[config.mk]
export PLATFORM = sky130hd
export DESIGN_NAME = gtr_ctrl
export DESIGN_NICKNAME = d
export VERILOG_FILES = /design/src/sv/gtr_pkg.sv /design/src/sv/gtr_ctrl.sv
export SDC_FILE = /design/constraint.sdc
export NUM_CORES = 1
export LEC_CHECK = 0
export BUFFER_PORTS_ARGS = -buffer_cell sky130_fd_sc_hd__clkbuf_2
export CAP_MARGIN = 15
export CORE_AREA = 2 2 39 41
export DETAILED_ROUTE_END_ITERATION = 7
export DIE_AREA = 0 0 41 43
export PLACE_DENSITY = 0.5
export SKIP_CTS_REPAIR_TIMING = 1
export SLEW_MARGIN = 25
export SYNTH_ARGS = -nofsm -noshare
export SYNTH_HDL_FRONTEND = slang
export SYNTH_SLANG_ARGS = --single-unit
[constraint.sdc]
create_clock -name clk -period 1.2 [get_ports clk]
set_clock_uncertainty 0.1 [all_clocks]
set_input_delay 0.12 -clock clk [delete_from_list [all_inputs] [get_ports clk]]
set_output_delay 0.12 -clock clk [all_outputs]
set_load 0.01 [all_outputs]
[src/sv/gtr_pkg.sv]
// Shared constants, widths and controller/datapath interface types for the glyph text renderer.
package gtr_pkg;

  localparam int GLYPH_COUNT   = 256;
  localparam int SCREEN_WIDTH  = 400;
  localparam int SCREEN_HEIGHT = 240;
  localparam int CHAR_STEP_X   = 8;
  localparam int LINE_STEP_Y   = 10;

  localparam int GLYPH_ROWS = 8;
  localparam int GLYPH_COLS = 8;
  localparam int GLYPH_PIX  = GLYPH_ROWS * GLYPH_COLS;

  localparam int OP_W   = 2;
  localparam int GI_IN_W = 8;
  localparam int ROW_W  = 3;
  localparam int BITS_W = 8;
  localparam int SX_W   = 9;
  localparam int SY_W   = 8;
  localparam int COLOR_W = 24;
  localparam int CHAR_W = 8;
  localparam int OFS_W  = 19;
  localparam int LINE_W = 10;
  localparam int COL_W  = 7;

  localparam int GI_W     = $clog2(GLYPH_COUNT);
  localparam int GS_DEPTH = GLYPH_COUNT * GLYPH_ROWS;
  localparam int GS_AW    = $clog2(GS_DEPTH);
  localparam int XW       = $clog2((2 ** SX_W) + 128 * CHAR_STEP_X);
  localparam int CNT_W    = $clog2(GLYPH_PIX);

  localparam logic [COL_W-1:0]  COL_MAX  = '1;
  localparam logic [LINE_W-1:0] LINE_MAX = '1;

  localparam logic [OP_W-1:0] OP_GLYPH = 2'd0;
  localparam logic [OP_W-1:0] OP_START = 2'd1;
  localparam logic [OP_W-1:0] OP_CHAR  = 2'd2;

  localparam logic [CHAR_W-1:0] CODE_NEWLINE = 8'd10;
  localparam logic [CHAR_W-1:0] CODE_SPACE   = 8'd32;

  typedef struct packed {
    logic glyph_wr;
    logic start_str;
    logic char_latch;
    logic plan;
    logic setup;
    logic cnt_clr;
    logic load_step;
    logic scan_step;
    logic emit;
  } gtr_cmd_t;

  typedef struct packed {
    logic skip_draw;
    logic load_done;
    logic scan_last;
    logic pix_hit;
    logic out_free;
  } gtr_sts_t;

endpackage

[src/sv/gtr_ctrl.sv]
// Controller state machine for the glyph text renderer.
module gtr_ctrl (
  input  logic                     clk,
  input  logic                     rst_n,
  input  logic                     in_valid,
  output logic                     in_ready,
  input  logic [gtr_pkg::OP_W-1:0] in_opcode,
  input  gtr_pkg::gtr_sts_t        sts,
  output gtr_pkg::gtr_cmd_t        cmd
);

  typedef enum logic [2:0] {
    S_IDLE,
    S_PLAN,
    S_SETUP,
    S_LOAD,
    S_SCAN
  } state_t;

  state_t state_r, state_nxt;
  logic   accept;

  assign in_ready = (state_r == S_IDLE);
  assign accept   = in_valid && in_ready;

  always_comb begin
    cmd       = '0;
    state_nxt = state_r;
    case (state_r)
      S_IDLE: begin
        if (accept) begin
          case (in_opcode)
            gtr_pkg::OP_GLYPH: cmd.glyph_wr = 1'b1;
            gtr_pkg::OP_START: cmd.start_str = 1'b1;
            gtr_pkg::OP_CHAR: begin
              cmd.char_latch = 1'b1;
              state_nxt      = S_PLAN;
            end
            default: ;
          endcase
        end
      end
      S_PLAN: begin
        cmd.plan  = 1'b1;
        state_nxt = sts.skip_draw ? S_IDLE : S_SETUP;
      end
      S_SETUP: begin
        cmd.setup   = 1'b1;
        cmd.cnt_clr = 1'b1;
        state_nxt   = S_LOAD;
      end
      S_LOAD: begin
        cmd.load_step = 1'b1;
        if (sts.load_done) begin
          cmd.cnt_clr = 1'b1;
          state_nxt   = S_SCAN;
        end
      end
      S_SCAN: begin
        if (!sts.pix_hit || sts.out_free) begin
          cmd.scan_step = 1'b1;
          cmd.emit      = sts.pix_hit;
          if (sts.scan_last) begin
            state_nxt = S_IDLE;
          end
        end
      end
      default: state_nxt = S_IDLE;
    endcase
  end

  always_ff @(posedge clk) begin
    if (!rst_n) begin
      state_r <= S_IDLE;
    end else begin
      state_r <= state_nxt;
    end
  end

endmodule

==> results.sh, run 1 <==
export IMPL_p_sw_frac=0.242
export IMPL_required_ns=0.98
export IMPL_dr_wl_met3_um=39
export IMPL_synth_fp_nets=42
export IMPL_end_kind="output pin"
export IMPL_first_pass_iters=1
export IMPL_grt_pass1_vias=275
export IMPL_power_frac_clock=0.487
export IMPL_antenna_left=0
export IMPL_nets=72
export IMPL_p_sw_w=0.0000860
export IMPL_status="finished, violations left"
export IMPL_fin_ws_ns=-0.298
export IMPL_finalSetupViolations=11
export IMPL_crit_type="flop to output pin"
export IMPL_antenna_found_initial=0
export IMPL_core_mm2=0.00138
export IMPL_hold_viol_final=0
export IMPL_fillCellCount=159
export IMPL_htree_levels=1
export IMPL_grt_pass1_wl_um=924
export IMPL_row_count=14
export IMPL_numCtsBuffers=3
export IMPL_power_leakage_nw=0.252
export IMPL_pwr_share_seq=0.295
export IMPL_rsz0062_at_grt="yes"
export IMPL_place_ws_ns=-0.112
export IMPL_grt_max_degree=6
export IMPL_synth_area_leaders="dfxtp_1 25%, nor2_1 9.3%, nand2b_1 5.2%"
export IMPL_cp_top_family="simple AND/OR/NAND/NOR gates"
export IMPL_topRoutingLayerUsed="met4"
export IMPL_worst_pin_slew_ns=0.205
export IMPL_largest_reg_flops=3
export IMPL_fp_dieH_um=43
export IMPL_cp_max_fo=4
export IMPL_dpl_instance_area_um2=395
export IMPL_synth_cell_type_count=20
export IMPL_wl_per_cell_um=8.05
export IMPL_crit_chain="or3b_4 -> and2b_2 -> buf_6"
export IMPL_netlist_top_cell_by_area="dfxtp_1"
export IMPL_fin_crit_sh=1.25
export IMPL_p_int_w=0.000270
export IMPL_combPwrFrac=0.218
export IMPL_crit_buf_inv=1
export IMPL_place_port_buffers=19
export IMPL_clk_pin_slew_ns=0.03
export IMPL_vdd_drop_max_mv=0.302
export IMPL_cts_tree="done"
export IMPL_diodes=0
export IMPL_start_util=0.175
export IMPL_slew_violations=0
export IMPL_final_cell_mix="11 x clkbuf_2, 7 x buf_2, 6 x buf_4"
export IMPL_regMostFlops="state_r"
export IMPL_grt_overflow=0
export IMPL_cp_slowest_cell="or3b_4"
export IMPL_syn_inst=32
export IMPL_die_width_um=41
export IMPL_clockBufferDepth=2
export IMPL_syn_to_final_growth_pct=102
export IMPL_yosysSeqAreaShare=0.247
export IMPL_final_layout_size_suffix_gt1_frac=0.754
export IMPL_drv_cap=0
export IMPL_finish_utilization=0.354
export IMPL_fin_crit_ns=1.50
export IMPL_cpPeakStageDelay_ns=0.39
export IMPL_layout_cells_most_common="clkbuf_2"
export IMPL_dp_hpwl_um=519
export IMPL_drt_iter0_drc=0
export IMPL_gp_congestion=0.670
export IMPL_slew_headroom=0.861
export IMPL_ios=20
export IMPL_grt_use_total=0.0782
export IMPL_critPathArrivalTime_ns=1.28
export IMPL_clock_sinks=3
export IMPL_wirelength_um=620
export IMPL_p_total_w=0.000356
export IMPL_via_per_inst=4.17
export IMPL_largestRegisters="state_r: 3 flops"
export IMPL_synth_top_area_share=0.247
export IMPL_wl_met1_um=246
export IMPL_startpoint_type="flop"
export IMPL_violations="negative setup slack"
export IMPL_netlist_area_um2=243
export IMPL_ys_seq_elements=3
export IMPL_fp_dieArea_mm2=0.00176
export IMPL_p_per_area_mw_per_mm2=727
export IMPL_hp_class="input port to flop"
export IMPL_num_vias=321
export IMPL_cts_root_buf="clkbuf_4"
export IMPL_final_area_um2=489
export IMPL_dr_wl_met2_um=327
export IMPL_fmax_mhz=668
export IMPL_syn_avg_cell_area_um2=7.59
export IMPL_drcViolationCount=0
export IMPL_yosys_warnings=0
export IMPL_clock_latency_ns=0.23
[area by class of cell]
class | count | area [um2] | share of cell area
well taps | 16 | 20.0 | 0.0409
clock buffers | 4 | 26.3 | 0.0537
repair buffers | 27 | 169 | 0.345
inverters | 2 | 7.51 | 0.0153
flip-flops and latches | 3 | 63.8 | 0.130
multi-input cells | 25 | 203 | 0.414
[synthesized netlist by cell type]
| cell | n |
|---|---|
| nand3b_1 | 1 |
| and4b_1 | 1 |
| inv_1 | 2 |
| or2b_1 | 1 |
| a21oi_1 | 2 |
| nor2_1 | 6 |
| and2b_2 | 1 |
| nor4_1 | 1 |
| buf_6 | 1 |
| nor3_1 | 2 |
| dfxtp_1 | 3 |
| or3b_4 | 1 |
| a21oi_2 | 1 |
| nand2b_1 | 2 |
| o21a_1 | 1 |
| nor3b_1 | 1 |
| nand2_1 | 2 |
| nor4bb_1 | 1 |
| buf_4 | 1 |
| a2bb2oi_1 | 1 |
[layer usage]
| metal | up-vias | GRT usage |
|---|---|---|
| met5 | - | 0 |
| met4 | 0 | 0.0600 |
| met3 | 2 | 0.0314 |
| met2 | 8 | 0.125 |
| met1 | 143 | 0.0737 |
| li1 | 168 | - |
[power by group through the flow]
| stage | clock network (W) | registers [W] | logic [W] |
|---|---|---|---|
| 2_1_floorplan | 0 | 0.000106 | 0.0000323 |
| 6_report | 0.000173 | 0.000105 | 0.0000775 |
| 4_1_cts | 0.000185 | 0.000104 | 0.0000703 |
| 3_3_place_gp | 0 | 0.000106 | 0.0000694 |
| 3_5_place_dp | 0 | 0.000106 | 0.0000699 |
| 5_1_grt | 0.000193 | 0.000105 | 0.0000852 |
[metrics by stage]
step,TNS (ns),hold WS [ns],instances
global placement,-0.156,0.247,71
finish,-1.52,0.0105,77
floorplan,-0.0412,0.137,32
CTS,-2.24,0.00394,75
detailed placement,-0.186,0.248,71
global route,-2.11,0.00972,77
[worst paths after layout]
kind,from,endpoint,slack [ns],cells past startpoint
max,state_r[2],cmd[1],-0.30,3
min,rst_n,state_r[2],0.01,2
max reg2reg,state_r[2],state_r[2],-0.03,4
min reg2reg,state_r[2],state_r[0],0.46,2
[logic make-up (layout without fill, tap and decap cells)]
logic type | count (synthesis) | after routing | share of synthesized area
buffers and inverters | 4 | 33 | 0.108
AO/OA/AOI/OAI | 5 | 5 | 0.144
AND/OR/NAND/NOR | 20 | 20 | 0.500
flip-flops | 3 | 3 | 0.247
(Power assumes the default switching activity.)
==> inputs of run 2 (changes only) <==
PLACE_DENSITY = 0.49   (was 0.5)
clock period = 1.8 ns   (was 1.2 ns; I/O delays follow)
==> results.sh, run 2 (synthesis results as in run 1) <==
export IMPL_status="completed"
export IMPL_place_port_buffers=19
export IMPL_final_area_um2=365
export IMPL_fin_crit_sh=0.907
export IMPL_ios=20
export IMPL_wirelength_um=584
export IMPL_grt_max_degree=10
export IMPL_die_width_um=41
export IMPL_seqCellArea_um2=60.1
export IMPL_hp_class="input port to flop"
export IMPL_syn_to_final_growth_pct=50.5
export IMPL_hold_depth=2
export IMPL_worstHoldEndpoint="state_r[2]"
export IMPL_grt_pass1_wl_um=986
export IMPL_reg2reg_setup_slack_ns=0.64
export IMPL_drv_cap=0
export IMPL_cp_max_fo=6
export IMPL_required_ns=1.52
export IMPL_antenna_found_initial=0
export IMPL_core_mm2=0.00138
export IMPL_critPathArrivalTime_ns=1.35
export IMPL_largest_reg_flops=3
export IMPL_start_util=0.175
export IMPL_largestRegisters="state_r: 3 flops"
export IMPL_power_leakage_nw=0.191
export IMPL_fillCellCount=164
export IMPL_diodes=0
export IMPL_cts_tree="done"
export IMPL_combPwrFrac=0.162
export IMPL_htree_levels=1
export IMPL_fp_dieH_um=43
export IMPL_p_int_w=0.000170
export IMPL_finalSetupViolations=0
export IMPL_gp_congestion=0.628
export IMPL_clk_pin_slew_ns=0.04
export IMPL_via_per_inst=3.99
export IMPL_grt_use_total=0.0842
export IMPL_hold_viol_final=0
export IMPL_p_per_area_mw_per_mm2=614
export IMPL_clockBufferDepth=2
export IMPL_fin_crit_ns=1.63
export IMPL_numCtsBuffers=3
export IMPL_dp_hpwl_um=493
export IMPL_fp_dieArea_mm2=0.00176
export IMPL_final_layout_size_suffix_gt1_frac=0.472
export IMPL_vdd_drop_max_mv=0.297
export IMPL_slew_headroom=0.801
export IMPL_row_count=14
export IMPL_grt_pass1_vias=258
export IMPL_power_frac_clock=0.519
export IMPL_wl_per_cell_um=8.46
export IMPL_p_sw_frac=0.242
export IMPL_startpoint_type="flop"
export IMPL_end_kind="output pin"
export IMPL_crit_type="flop to output pin"
export IMPL_setup_tns_final_ns=0
export IMPL_num_vias=275
export IMPL_regMostFlops="state_r"
export IMPL_cts_root_buf="clkbuf_4"
export IMPL_slew_violations=0
export IMPL_drcViolationCount=0
export IMPL_r2r_cells=3
export IMPL_min_from="rst_n"
export IMPL_pwr_share_seq=0.319
export IMPL_clock_latency_ns=0.23
export IMPL_r2r_start="state_r[2]"
export IMPL_final_cell_mix="19 x clkbuf_2, 6 x nor2_1, 3 x clkbuf_4, 3 x dfxtp_1"
export IMPL_nets=64
export IMPL_drt_iter0_drc=2
export IMPL_r2r_end="state_r[2]"
export IMPL_layout_cells_most_common="clkbuf_2"
export IMPL_antenna_left=0
export IMPL_worst_pin_slew_ns=0.296
export IMPL_clock_sinks=3
export IMPL_dpl_instance_area_um2=339
export IMPL_multi_input_area_um2=156
export IMPL_fmax_mhz=612
export IMPL_grt_overflow=0
export IMPL_p_sw_w=0.0000543
export IMPL_rsz0062_at_grt="no"
export IMPL_first_pass_iters=4
run 2: changes by cell type in the layout (fill, tap and decap cells not counted), moves of 2 or more:
cell and delta:
nor3_1 +2, dfxtp_2 -3, nor2_1 +3, clkbuf_2 +8, nor2_2 -3, buf_4 -6, buf_6 -3, buf_2 -7
dfxtp_1 +3, nor3_2 -2
run 2: layout make-up:
cell class | count | share of cell area
multi-input cells | 25 | 0.428
repair buffers | 19 | 0.260
flip-flops and latches | 3 | 0.164
clock buffers | 4 | 0.0719
well taps | 16 | 0.0548
inverters | 2 | 0.0205
run 2: per-stage QoR:
stage | instances | total power [W] | hold slack (ns) | util | worst slack (ns)
floorplan | 32 | 0.0000910 | 0.197 | - | 0.335
global placement | 65 | 0.000109 | 0.306 | 0.245 | 0.401
detailed placement | 65 | 0.000109 | 0.314 | 0.245 | 0.403
CTS | 69 | 0.000232 | 0.0694 | 0.264 | 0.149
global route | 69 | 0.000245 | 0.0816 | 0.264 | 0.109
finish | 69 | 0.000224 | 0.0739 | 0.264 | 0.167
run 2: worst max path at each step:
stage | start | endpoint | slack [ns]
after global placement | state_r[2] | cmd[1] | 0.40
after detailed placement | state_r[1] | cmd[1] | 0.40
final | state_r[2] | cmd[1] | 0.17
after CTS | state_r[2] | cmd[1] | 0.15
after floorplan | state_r[0] | cmd[8] | 0.33
after global routing | state_r[1] | cmd[8] | 0.11
run 2: critical path: stages (launching register included):
cell,delay (ns)
dfxtp_1,0.38
or3b_4,0.41
and2b_2,0.21
clkbuf_2,0.12
run 2: per-layer routing:
metal / vias up / GRT usage / wire length (um)
met5: - / 0 / 0
met4: 0 / 0.0600 / 0
met3: 0 / 0.0314 / 36
met2: 7 / 0.131 / 318
met1: 117 / 0.0863 / 229
li1: 151 / - / -
run 2: power by group through the flow:
stage	sequential [W]	clock, W	combinational (W)
after global placement	0.0000725	0	0.0000364
after floorplan	0.0000708	0	0.0000202
after detailed placement	0.0000725	0	0.0000367
final	0.0000715	0.000117	0.0000363
after CTS	0.0000715	0.000123	0.0000368
after global routing	0.0000721	0.000132	0.0000409
